==> config.mk <==
export PLATFORM = sky130hd
export DESIGN_NAME = priority_round_robin_scheduler_unit
export DESIGN_NICKNAME = d
export VERILOG_FILES = /design/src/hw/rtl/prrs_pkg.sv /design/src/hw/rtl/priority_round_robin_scheduler_unit.sv
export SDC_FILE = /design/constraint.sdc
export NUM_CORES = 2
export LEC_CHECK = 0
export ABC_AREA = 1
export CAP_MARGIN = 30
export CORE_UTILIZATION = 45
export CTS_BUF_LIST = sky130_fd_sc_hd__clkbuf_2 sky130_fd_sc_hd__clkbuf_4 sky130_fd_sc_hd__clkbuf_8
export DETAILED_ROUTE_END_ITERATION = 6
export DONT_BUFFER_PORTS = 1
export PLACE_DENSITY_LB_ADDON = 0.08
export SLEW_MARGIN = 10
export SYNTH_ARGS = -nofsm -noshare
export SYNTH_HDL_FRONTEND = slang
export SYNTH_SLANG_ARGS = --single-unit
export TNS_END_PERCENT = 10
==> constraint.sdc <==
create_clock -name i_clk -period 6.75 [get_ports i_clk]
set_input_delay 1.35 -clock i_clk [delete_from_list [all_inputs] [get_ports i_clk]]
set_output_delay 1.35 -clock i_clk [all_outputs]
set_load 0.03 [all_outputs]
==> src/hw/rtl/prrs_pkg.sv <==
`timescale 1ns / 1ps
// ----------------------------------------------------------------------------
// prrs_pkg
// types and constants shared by the priority round-robin scheduler
// ----------------------------------------------------------------------------
package prrs_pkg;

    localparam int MAX_TASKS     = 64;
    localparam int NUM_LEVELS    = 8;
    localparam int TASK_W        = 6;
    localparam int LVL_W         = 3;
    localparam int PRIO_W        = 3;
    localparam int QUANT_W       = 8;
    localparam int STEP_W        = 6;
    localparam int LVL_TOP       = NUM_LEVELS - 1;
    localparam int QUANT_RESET   = 5;

    typedef logic [TASK_W-1:0]  t_task;
    typedef logic [LVL_W-1:0]   t_lvl;
    typedef logic [QUANT_W-1:0] t_quant;

    typedef enum logic [1:0] {
        OP_ADD    = 2'd0,
        OP_REMOVE = 2'd1,
        OP_TICK   = 2'd2,
        OP_YIELD  = 2'd3
    } t_op;

    localparam logic [1:0] ST_RUNNING    = 2'd0;
    localparam logic [1:0] ST_TERMINATED = 2'd2;

    localparam logic [1:0] CFG_SCHED_ON     = 2'd0;
    localparam logic [1:0] CFG_QUANTUM_LEN  = 2'd1;
    localparam logic [1:0] CFG_IDLE_TASK    = 2'd2;
    localparam logic [1:0] CFG_IDLE_PRESENT = 2'd3;

    typedef enum logic [3:0] {
        S_IDLE,
        S_DECODE,
        S_PUSH,
        S_POP_SEL,
        S_POP,
        S_RM_LVL,
        S_WALK,
        S_DONE
    } t_state;

    function automatic t_lvl clamp_level(input logic [PRIO_W-1:0] p);
        if (int'(p) > LVL_TOP) begin
            return t_lvl'(LVL_TOP);
        end
        return t_lvl'(p);
    endfunction

endpackage

==> src/hw/rtl/priority_round_robin_scheduler_unit.sv <==
`timescale 1ns / 1ps
// ----------------------------------------------------------------------------
// priority_round_robin_scheduler_unit
// multilevel priority round-robin task scheduler with linked ready lists
// ----------------------------------------------------------------------------
// One transaction in gives one result transaction out. Each priority level
// holds a fifo ready list linked through a per-task next pointer kept in a
// synchronous ram; task levels sit in a second ram. An add is done in the
// decode state; a tick or yield may read the level for the requeue, then
// the link for the pop; a remove reads the level, then walks the list up
// to the target, following the link ram one read per entry walked. A new
// transaction is taken once the previous one has been placed in the output
// register, so one result may wait there while the next operation runs.
// The rams need no clearing after reset.
// ----------------------------------------------------------------------------
module priority_round_robin_scheduler_unit
    import prrs_pkg::*;
(
    input  logic              i_clk,
    input  logic              i_rst_n,
    // operation channel
    input  logic              i_in_valid,
    output logic              o_in_ready,
    input  logic [1:0]        i_operation,
    input  logic [TASK_W-1:0] i_task_id,
    input  logic [PRIO_W-1:0] i_task_priority,
    input  logic [1:0]        i_current_status,
    // result channel
    output logic              o_out_valid,
    input  logic              i_out_ready,
    output logic [TASK_W-1:0] o_running_task,
    output logic              o_running_valid,
    output logic              o_switch_needed,
    // configuration channel
    input  logic              i_cfg_valid,
    output logic              o_cfg_ready,
    input  logic [1:0]        i_cfg_index,
    input  logic [7:0]        i_cfg_data
);

    // state machine and latched transaction
    t_state r_state, n_state;
    t_op    r_op;
    t_task  r_id;
    t_lvl   r_prio;
    logic [1:0] r_status;

    // configuration registers
    logic   r_sched_on;
    t_quant r_quantum_len;
    t_task  r_idle_task;
    logic   r_idle_present;

    // scheduler state held in flops
    logic [MAX_TASKS-1:0]  r_queued, n_queued;
    t_task                 r_head [NUM_LEVELS];
    t_task                 n_head [NUM_LEVELS];
    t_task                 r_tail [NUM_LEVELS];
    t_task                 n_tail [NUM_LEVELS];
    logic [NUM_LEVELS-1:0] r_lvl_valid, n_lvl_valid;
    t_task  r_cur, n_cur;
    logic   r_cur_v, n_cur_v;
    t_quant r_q, n_q;

    // working registers of the multi-cycle operations
    t_lvl  r_lvl, n_lvl;
    t_task r_walk_cur, n_walk_cur;
    t_task r_walk_prev, n_walk_prev;
    logic  r_have_prev, n_have_prev;
    logic [STEP_W-1:0] r_steps, n_steps;
    logic  r_idle_fb, n_idle_fb;
    t_task r_old_cur;
    logic  r_old_v;

    // output register
    logic  r_out_valid;
    t_task r_out_task;
    logic  r_out_rv;
    logic  r_out_sw;

    // link and level rams, one read and one write port each
    t_task m_link  [MAX_TASKS];
    t_lvl  m_level [MAX_TASKS];
    t_task r_link_q;
    t_lvl  r_level_q;
    logic  link_we, link_re, level_we, level_re;
    t_task link_waddr, link_wdata, link_raddr, level_waddr, level_raddr;
    t_lvl  level_wdata;

    // lowest-numbered nonempty level
    logic  pick_found;
    t_lvl  pick_lvl;

    logic  in_acc;
    logic  done_load;
    t_quant q_dec;

    assign in_acc      = i_in_valid && o_in_ready;
    assign o_in_ready  = (r_state == S_IDLE);
    assign o_cfg_ready = 1'b1;
    assign done_load   = (r_state == S_DONE) && (!r_out_valid || i_out_ready);
    assign q_dec       = (r_q != '0) ? r_q - t_quant'(1) : r_q;

    always_comb begin
        pick_found = 1'b0;
        pick_lvl   = '0;
        for (int l = NUM_LEVELS - 1; l >= 0; l--) begin
            if (r_lvl_valid[l]) begin
                pick_found = 1'b1;
                pick_lvl   = t_lvl'(l);
            end
        end
    end

    // next state and datapath
    always_comb begin
        n_state     = r_state;
        n_queued    = r_queued;
        n_head      = r_head;
        n_tail      = r_tail;
        n_lvl_valid = r_lvl_valid;
        n_cur       = r_cur;
        n_cur_v     = r_cur_v;
        n_q         = r_q;
        n_lvl       = r_lvl;
        n_walk_cur  = r_walk_cur;
        n_walk_prev = r_walk_prev;
        n_have_prev = r_have_prev;
        n_steps     = r_steps;
        n_idle_fb   = r_idle_fb;
        link_we     = 1'b0;
        link_waddr  = '0;
        link_wdata  = '0;
        link_re     = 1'b0;
        link_raddr  = '0;
        level_we    = 1'b0;
        level_waddr = '0;
        level_wdata = '0;
        level_re    = 1'b0;
        level_raddr = '0;

        unique case (r_state)
            S_IDLE: begin
                if (in_acc) begin
                    n_state = S_DECODE;
                end
            end

            S_DECODE: begin
                n_state = S_DONE;
                unique case (r_op)
                    OP_ADD: begin
                        if (!r_queued[r_id] && !(r_cur_v && r_cur == r_id)) begin
                            level_we    = 1'b1;
                            level_waddr = r_id;
                            level_wdata = r_prio;
                            if (r_sched_on && !r_cur_v) begin
                                n_cur   = r_id;
                                n_cur_v = 1'b1;
                                n_q     = r_quantum_len;
                            end else begin
                                // append at the tail of its level
                                if (r_lvl_valid[r_prio]) begin
                                    link_we    = 1'b1;
                                    link_waddr = r_tail[r_prio];
                                    link_wdata = r_id;
                                end else begin
                                    n_head[r_prio]      = r_id;
                                    n_lvl_valid[r_prio] = 1'b1;
                                end
                                n_tail[r_prio]   = r_id;
                                n_queued[r_id]   = 1'b1;
                            end
                        end
                    end
                    OP_REMOVE: begin
                        if (r_cur_v && r_cur == r_id) begin
                            n_cur_v = 1'b0;
                            n_cur   = '0;
                            n_q     = '0;
                        end
                        if (r_queued[r_id]) begin
                            level_re    = 1'b1;
                            level_raddr = r_id;
                            n_state     = S_RM_LVL;
                        end
                    end
                    default: begin
                        // tick and yield
                        if (r_sched_on) begin
                            if (r_op == OP_TICK && !r_cur_v) begin
                                n_idle_fb = 1'b1;
                                n_state   = S_POP_SEL;
                            end else if (r_op == OP_TICK && r_status != ST_TERMINATED
                                         && q_dec != '0) begin
                                n_q = q_dec;
                            end else begin
                                if (r_op == OP_TICK) begin
                                    n_q = q_dec;
                                end
                                n_idle_fb = 1'b0;
                                if (r_cur_v && r_status == ST_RUNNING
                                    && !r_queued[r_cur]) begin
                                    level_re    = 1'b1;
                                    level_raddr = r_cur;
                                    n_state     = S_PUSH;
                                end else begin
                                    n_state = S_POP_SEL;
                                end
                            end
                        end
                    end
                endcase
            end

            S_PUSH: begin
                // requeue the current task at its own level
                n_lvl = r_level_q;
                if (r_lvl_valid[r_level_q]) begin
                    link_we    = 1'b1;
                    link_waddr = r_tail[r_level_q];
                    link_wdata = r_cur;
                end else begin
                    n_head[r_level_q]      = r_cur;
                    n_lvl_valid[r_level_q] = 1'b1;
                end
                n_tail[r_level_q] = r_cur;
                n_queued[r_cur]   = 1'b1;
                n_state           = S_POP_SEL;
            end

            S_POP_SEL: begin
                n_state = S_DONE;
                if (pick_found) begin
                    n_lvl = pick_lvl;
                    if (r_tail[pick_lvl] == r_head[pick_lvl]) begin
                        // single entry, list empties
                        n_lvl_valid[pick_lvl]       = 1'b0;
                        n_queued[r_head[pick_lvl]]  = 1'b0;
                        n_cur                       = r_head[pick_lvl];
                        n_cur_v                     = 1'b1;
                        n_q                         = r_quantum_len;
                    end else begin
                        link_re    = 1'b1;
                        link_raddr = r_head[pick_lvl];
                        n_state    = S_POP;
                    end
                end else if (r_idle_fb) begin
                    if (r_idle_present) begin
                        n_cur   = r_idle_task;
                        n_cur_v = 1'b1;
                        n_q     = r_quantum_len;
                    end
                end else begin
                    n_cur_v = 1'b0;
                    n_cur   = '0;
                end
            end

            S_POP: begin
                n_head[r_lvl]           = r_link_q;
                n_queued[r_head[r_lvl]] = 1'b0;
                n_cur                   = r_head[r_lvl];
                n_cur_v                 = 1'b1;
                n_q                     = r_quantum_len;
                n_state                 = S_DONE;
            end

            S_RM_LVL: begin
                n_lvl = r_level_q;
                if (r_lvl_valid[r_level_q]) begin
                    n_walk_cur  = r_head[r_level_q];
                    n_have_prev = 1'b0;
                    n_steps     = '0;
                    link_re     = 1'b1;
                    link_raddr  = r_head[r_level_q];
                    n_state     = S_WALK;
                end else begin
                    n_state = S_DONE;
                end
            end

            S_WALK: begin
                // r_link_q holds the successor of r_walk_cur
                if (r_walk_cur == r_id) begin
                    if (r_tail[r_lvl] == r_walk_cur) begin
                        if (r_have_prev) begin
                            n_tail[r_lvl] = r_walk_prev;
                        end else begin
                            n_lvl_valid[r_lvl] = 1'b0;
                        end
                    end else if (r_have_prev) begin
                        link_we    = 1'b1;
                        link_waddr = r_walk_prev;
                        link_wdata = r_link_q;
                    end else begin
                        n_head[r_lvl] = r_link_q;
                    end
                    n_queued[r_id] = 1'b0;
                    n_state        = S_DONE;
                end else if (r_tail[r_lvl] == r_walk_cur
                             || r_steps == STEP_W'(MAX_TASKS - 1)) begin
                    n_state = S_DONE;
                end else begin
                    n_walk_prev = r_walk_cur;
                    n_have_prev = 1'b1;
                    n_walk_cur  = r_link_q;
                    n_steps     = r_steps + STEP_W'(1);
                    link_re     = 1'b1;
                    link_raddr  = r_link_q;
                end
            end

            S_DONE: begin
                if (done_load) begin
                    n_state = S_IDLE;
                end
            end

            default: begin
                n_state = S_IDLE;
            end
        endcase
    end

    // state register
    always_ff @(posedge i_clk) begin
        if (!i_rst_n) begin
            r_state <= S_IDLE;
        end else begin
            r_state <= n_state;
        end
    end

    // control and scheduler state
    always_ff @(posedge i_clk) begin
        if (!i_rst_n) begin
            r_queued       <= '0;
            r_lvl_valid    <= '0;
            r_cur          <= '0;
            r_cur_v        <= 1'b0;
            r_q            <= '0;
            r_out_valid    <= 1'b0;
            r_sched_on     <= 1'b0;
            r_quantum_len  <= t_quant'(QUANT_RESET);
            r_idle_task    <= '0;
            r_idle_present <= 1'b1;
        end else begin
            r_queued    <= n_queued;
            r_lvl_valid <= n_lvl_valid;
            r_cur       <= n_cur;
            r_cur_v     <= n_cur_v;
            r_q         <= n_q;
            if (done_load) begin
                r_out_valid <= 1'b1;
            end else if (i_out_ready) begin
                r_out_valid <= 1'b0;
            end
            if (i_cfg_valid && o_cfg_ready) begin
                case (i_cfg_index)
                    CFG_SCHED_ON:     r_sched_on     <= i_cfg_data[0];
                    CFG_QUANTUM_LEN:  r_quantum_len  <= i_cfg_data;
                    CFG_IDLE_TASK:    r_idle_task    <= i_cfg_data[TASK_W-1:0];
                    CFG_IDLE_PRESENT: r_idle_present <= i_cfg_data[0];
                    default: begin
                    end
                endcase
            end
        end
    end

    // payload registers
    always_ff @(posedge i_clk) begin
        r_head      <= n_head;
        r_tail      <= n_tail;
        r_lvl       <= n_lvl;
        r_walk_cur  <= n_walk_cur;
        r_walk_prev <= n_walk_prev;
        r_have_prev <= n_have_prev;
        r_steps     <= n_steps;
        r_idle_fb   <= n_idle_fb;
        if (in_acc) begin
            r_op      <= t_op'(i_operation);
            r_id      <= i_task_id;
            r_prio    <= clamp_level(i_task_priority);
            r_status  <= i_current_status;
            r_old_cur <= r_cur;
            r_old_v   <= r_cur_v;
        end
        if (done_load) begin
            r_out_task <= r_cur_v ? r_cur : '0;
            r_out_rv   <= r_cur_v;
            r_out_sw   <= r_cur_v && (!r_old_v || r_old_cur != r_cur);
        end
    end

    // link and level rams
    always_ff @(posedge i_clk) begin
        if (link_we) begin
            m_link[link_waddr] <= link_wdata;
        end
        if (link_re) begin
            r_link_q <= m_link[link_raddr];
        end
        if (level_we) begin
            m_level[level_waddr] <= level_wdata;
        end
        if (level_re) begin
            r_level_q <= m_level[level_raddr];
        end
    end

    assign o_out_valid     = r_out_valid;
    assign o_running_task  = r_out_task;
    assign o_running_valid = r_out_rv;
    assign o_switch_needed = r_out_sw;

endmodule
* Yosys cells after proc, flatten, opt, wreduce, memory -nomap -nowiden
Memory sizes are Yosys's and may differ from the RTL's. A register that Yosys moved wholly into a read port is not among the register bits. Index checks and enable logic that the tools add are counted.
Word-level totals: bits in writable memories 576, output and inout port bits 11, logic and storage cells 436, memories kept 2, register bits 255
Memories:
- m_link | depth 64, width 6, read ports 1, clocked after memory_dff 1, write ports 1, line priority_round_robin_scheduler_unit.sv:82 | t_task m_link [MAX_TASKS];
- m_level | depth 64, width 3, read ports 1, clocked after memory_dff 1, write ports 1, line priority_round_robin_scheduler_unit.sv:83 | t_lvl m_level [MAX_TASKS];
Cells by class: order comparisons 23, muxes and demuxes 235, bitwise gates (word level) 21, reductions and logical operators 62, equality and inequality tests 49, $add $sub $neg 2
Operators by type and width (count):
- $mux W48 | 14
- $mux W64 | 6
- $mux W6 | 60
- $pmux W64 S5 | 1
- $bwmux W48 | 6
- $and A64 B64 Y64 | 3
- $not A64 Y64 | 3
- $pmux W48 S4 | 1
- $mux W8 | 22
- $pmux W48 S3 | 1
- $or A64 B64 Y64 | 2
- $bmux W6 S3 | 7
- $pmux W6 S3 | 4
- $mux W1 | 60
- $demux W6 S3 | 3
- $pmux W6 S2 | 4
- $mux W3 | 15
- $ne A2 B2 Y1 const B | 18
- $pmux W4 S8 | 1
- $pmux W8 S4 | 1
- $lt A6 B7 Y1 const B | 4
- $demux W1 S6 | 4
- $eq A6 B6 Y1 | 4
- $ge A6 B1 Y1 const B | 4
- other kinds (50) | 144

* Logic depth before layout (Yosys ltp)
depth in word-level cells 21, gate-level depth with buffers 29, gate-level depth less buffers 27

* Worst setup path after synthesis
OpenSTA, ideal clock, no wires.
kind reg2reg, start register r_prio[0], end memory m_link[0][0] (netlist bit), data pin, setup slack 2554 ps, required time 6183 ps, library setup time 567 ps, arrival time 3628 ps, cell stages (with the launch flop) 11, clock period less this slack 4196 ps, path through edfxtp_1 > clkbuf_1 > nor3_1 > inv_1 > o22ai_1 > a221oi_1 > nand2_1 > inv_1 > nor3_1 > nand2_1 > o221ai_1
On the way: word-level cells in the longest chain between the ends 7
RTL lines:
- start: declaration | line priority_round_robin_scheduler_unit.sv:45 | t_lvl r_prio;
- start signal: assignment | line priority_round_robin_scheduler_unit.sv:385 | r_prio <= clamp_level(i_task_priority);
- $bmux W1 S3 | line priority_round_robin_scheduler_unit.sv:163 | if (r_lvl_valid[r_prio]) begin
- $mux W1 (not written as such) | line priority_round_robin_scheduler_unit.sv:163
- $mux W6 | line priority_round_robin_scheduler_unit.sv:163
- $mux W6 | line priority_round_robin_scheduler_unit.sv:157 | if (r_sched_on && !r_cur_v) begin
- $mux W6 | line priority_round_robin_scheduler_unit.sv:153 | if (!r_queued[r_id] && !(r_cur_v && r_cur == r_id)) begin
- $mux W6 | line priority_round_robin_scheduler_unit.sv:151 | unique case (r_op)
- $pmux W6 S3 | line priority_round_robin_scheduler_unit.sv:142 | unique case (r_state)
- via link_wdata[0] | line priority_round_robin_scheduler_unit.sv:87 | t_task link_waddr, link_wdata, link_raddr, level_waddr, level_raddr;
- end: declaration | line priority_round_robin_scheduler_unit.sv:82
The timed path passes the listed nets, and every way through them passes these cells. The select of a mux whose other input is x is not followed.

* Worst setup path in the final report
start register r_lvl[1], end register r_link_q[2], read port of m_link, data pin
On the way: word-level cells in the longest chain between the ends 9, elaborated cells between the ends (all ways) 12, classes of those cells eq/ne (1); mux (9); bitwise (1); reduce/logical (1)
RTL lines:
- start: declaration | line priority_round_robin_scheduler_unit.sv:66 | t_lvl r_lvl, n_lvl;
- start signal: assignment | line priority_round_robin_scheduler_unit.sv:376 | r_lvl <= n_lvl;
- $not A3 Y4 (not written as such) (*) | line priority_round_robin_scheduler_unit.sv:301 | end else if (r_tail[r_lvl] == r_walk_cur
- $bmux W6 S3 (*) | line priority_round_robin_scheduler_unit.sv:301
- $mux W6 (not written as such) (*) (2 in series) | line priority_round_robin_scheduler_unit.sv:301
- $eq A6 B6 Y1 (*) | line priority_round_robin_scheduler_unit.sv:301
- $logic_or A1 B1 Y1 (*) | line priority_round_robin_scheduler_unit.sv:302 | || r_steps == STEP_W'(MAX_TASKS - 1)) begin
- $mux W6 / $mux W1 (equally long branches) | line priority_round_robin_scheduler_unit.sv:301
- $mux W6 / $mux W1 (equally long branches) | line priority_round_robin_scheduler_unit.sv:285 | if (r_walk_cur == r_id) begin
- $pmux W6 S3 / $pmux W1 S3 (equally long branches) | line priority_round_robin_scheduler_unit.sv:142
- end: declaration | line priority_round_robin_scheduler_unit.sv:84 | t_task r_link_q;
Mark *: on every way between the ends. The rest lies on a longest branch, timed or not. The select of a mux whose other input is x is not followed. A chain may end at the register's enable or synchronous reset.

==> results.py <==
metrics = {
    "run_status": {
        "outcome": "completed",
    },
    "clock_network": {
        "clk_pin_slew_ps": 60,
        "cts_buffers": 152,
        "ctsResizeCount": 0,
        "hold_buffers": 0,
        "cts_tree": "built",
        "clk-insertion-delay-late_ps": 880,
        "cts_setup_buffers": 0,
        "cts_root_buffer": "clkbuf_8",
        "h-tree-depth": 4,
        "clock_sinks": 839,
        "clock_path_buffers": 3,
    },
    "sta": {
        "max_clock_freq_mhz": 175.6,
        "finalCriticalPeriod_ps": 5695,
        "worst_pin_slew_ps": 1068,
        "post-route-period-util_pct": 84.38,
        "rsz0062_at_grt": "false",
        "hold_violations": 0,
        "maxSlewViolCount": 0,
        "tns_ps": 0,
        "hold_ws_ps": 460.2,
        "fin_ws_ps": 1055,
        "setup_viol": 0,
        "slew_headroom_pct": 28.73,
        "skew_ps": 35.41,
    },
    "critical_path": {
        "slowest_stage": "inv_1",
        "cp_data_arrival_time_ps": 6300,
        "cp-start-kind": "flip-flop",
        "end_kind": "flip-flop",
        "ff2ff_setup_slack_ps": 1050,
        "cp_max_fo": 27,
        "cp_common_cell": "nand3_1",
        "crit_chain": "inv_1, nor2_1, nand2_2, inv_2, nand2_1, o21ai_1, nor2_1, nand2_1, nand2_1, nand2_1, nor2_1, nand3_1, nand4_2, inv_1, a21oi_1, nand2_4, inv_2, buf_4, nand3_1, nand3_1, nand3_1, nand3_1, nand3_1, nand2_1",
        "slowest_delay_ps": 600,
        "cp.required_ps": 7360,
        "crit_type": "reg2reg",
    },
    "placed_design": {
        "pre_cts_ws_ps": 1250,
        "dp.cells": 6546,
        "place_area_sq_um": 47710,
        "gp_congestion": 1.073,
        "place_hpwl_mm": 139.2,
        "io_buffers": 0,
    },
    "pwr": {
        "pwr-share-seq_pct": 33.5,
        "power.leakage_nw": 19.44,
        "internal_power_mw": 10.28,
        "ir_drop_v": 0.0003454,
        "clkPwrFrac_pct": 26.2,
        "swShare_pct": 46.28,
        "power_density_nw_per_um2": 376.7,
        "p_comb_share_pct": 40.3,
        "power.switching_mw": 8.861,
    },
    "finish": {
        "fillers": 9852,
        "area_growth_pct": 10.32,
        "multi_input_area_sq_um": 17700,
        "nets": 5365,
        "stdcell_count": 6834,
        "layout-drive-gt1-share_pct": 9.161,
        "regArea_sq_um": 24120,
        "fin_area_sq_um": 50830,
    },
    "detailed_routing": {
        "wl_per_cell_um": 30.01,
        "vias": 42814,
        "drcViolationCount": 0,
        "ant_nets": 0,
        "vias_per_cell": 6.265,
        "dr.pass1.iters": 7,
        "drtIter0Drc": 6285,
        "wirelength_mm": 205.1,
    },
    "grt": {
        "grt_pass1_wl_mm": 290.0,
        "gr-usage-all-layers_pct": 39.10,
        "grt_max_degree": 169,
        "grt_pass1_vias": 39765,
        "grt_overflow": 0,
        "antenna_found_initial": 19,
    },
    "yosys": {
        "postSynthCellCount": 5352,
        "synth_area_sq_um": 46070,
        "synth_nets": 5383,
        "yosys-top-cells-area": "edfxtp_1 48%, nand3_1 9.8%, nand2_1 6.2%",
        "synth_top_area_share_pct": 47.71,
        "async_flop_share_pct": 0,
        "yosysUniqueCellTypes": 56,
        "seq_area_frac_synth_pct": 52.36,
        "synth_edf_count": 732,
        "synth_top_cell_by_area": "edfxtp_1",
        "avgSynthCellArea_sq_um": 8.609,
        "ys_ff_latch": 839,
        "synth_flop_cell": "edfxtp_1",
        "yosys_warnings": 0,
    },
    "floorplan": {
        "die_y_um": 322.0,
        "core-area_sq_um": 101600,
        "initial_core_util_pct": 45.35,
        "die-area_sq_um": 103700,
        "placementRows": 117,
        "ios": 39,
        "die_w_um": 322.0,
    },
    "worst_hold_path": {
        "hold_path_class": "reg2reg",
    },
    "job": {
        "maxCapViolCount": 0,
    },
}
-- through the flow --
| stage | utilization [%] | power (mW) |
|---|---|---|
| finish | 50.03 | 19.15 |
| global route | 50.01 | 19.63 |
| CTS | 50.00 | 18.76 |
| detailed placement | 46.96 | 13.77 |
| global placement | 46.88 | 13.80 |
| floorplan | - | 10.52 |
-- placed cells by master (no fill, tap or decap), types with 44 or more instances in the layout --
cell type    n
nand3_1    904
buf_4      150
inv_1      730
dfxtp_1    107
clkbuf_4    46
edfxtp_1   732
nand3b_1   211
o22ai_1    258
a21oi_1    229
clkinv_1    47
o211ai_1    44
nor2_1     412
nand2_1    760
a221oi_1    77
clkbuf_8   162
o21ai_0    247
-- routing by layer --
metal | global-route usage (%) | routed length, um | vias up
met1 | 53.02 | 83100 | 20519
met3 | 12.84 | 25370 | 652
met2 | 55.04 | 84340 | 2870
li1 | - | - | 18753
met5 | 0 | 142 | -
met4 | 20.86 | 12110 | 20
-- worst max-delay path: cells and delay by family, from the launching register on --
family	cells	cell delay, ps
DFF	1	560
AOI/OAI and AO/OA	2	300
buffers and inverters	5	1940
and+or+nand+nor	17	2580
-- cells by family after synthesis --
kind of cell / share of synthesized area (%)
DFF: 52.36
xor gates and xnor gates: 0.2091
AOI/OAI and AO/OA: 13.23
other: 0.008139
buffers and inverters: 9.752
and+or+nand+nor: 24.36
adders and majority gates: 0.08148
-- final cells by class --
type,count,share of cell area (%)
sequential,839,47.46
multi-input combinational,3408,34.83
inverter,772,5.704
clock buffer,208,5.066
tap,1368,3.368
timing repair buffer,161,2.538
clock inverter,70,0.9970
antenna,8,0.03939
-- worst paths after layout --
kind | endpoint | start | cells after the start
setup / recovery | r_link_q[2] | r_lvl[1] | 24
hold / removal | r_quantum_len[5] | r_quantum_len[5] | 2
setup reg to reg | r_link_q[2] | r_lvl[1] | 24
hold reg to reg | r_quantum_len[5] | r_quantum_len[5] | 2
-- power by group through the flow --
stage	clock, mW	sequential, mW	combinational, mW
2_1_floorplan	0	6.30	4.22
3_3_place_gp	0	6.50	7.30
3_5_place_dp	0	6.49	7.28
4_1_cts	5.07	6.39	7.30
5_1_grt	5.27	6.43	7.93
6_report	5.01	6.42	7.72
-- Yosys cell counts (4+ instances only) --
library cell / n
o21ai_0: 247
nor2_1: 423
edfxtp_1: 732
a221oi_1: 77
nand2_4: 4
o22ai_1: 258
a211oi_1: 32
buf_2: 108
nor3_1: 49
o41ai_1: 4
o21ai_1: 8
dfxtp_1: 107
clkbuf_1: 159
a22oi_1: 23
nand3_1: 904
nand3_2: 5
xor2_1: 8
nand4_1: 17
buf_1: 25
nand2_2: 9
o2111ai_1: 15
nand2_1: 762
buf_4: 26
a21oi_1: 229
inv_2: 28
clkinv_1: 13
buf_6: 15
a221oi_2: 5
o221ai_1: 20
o311ai_0: 5
nor2_2: 6
inv_1: 731
o211ai_1: 44
a31oi_1: 4
nor3_2: 5
nand3b_1: 211
No activity file was read; power rests on OpenSTA's default activity.
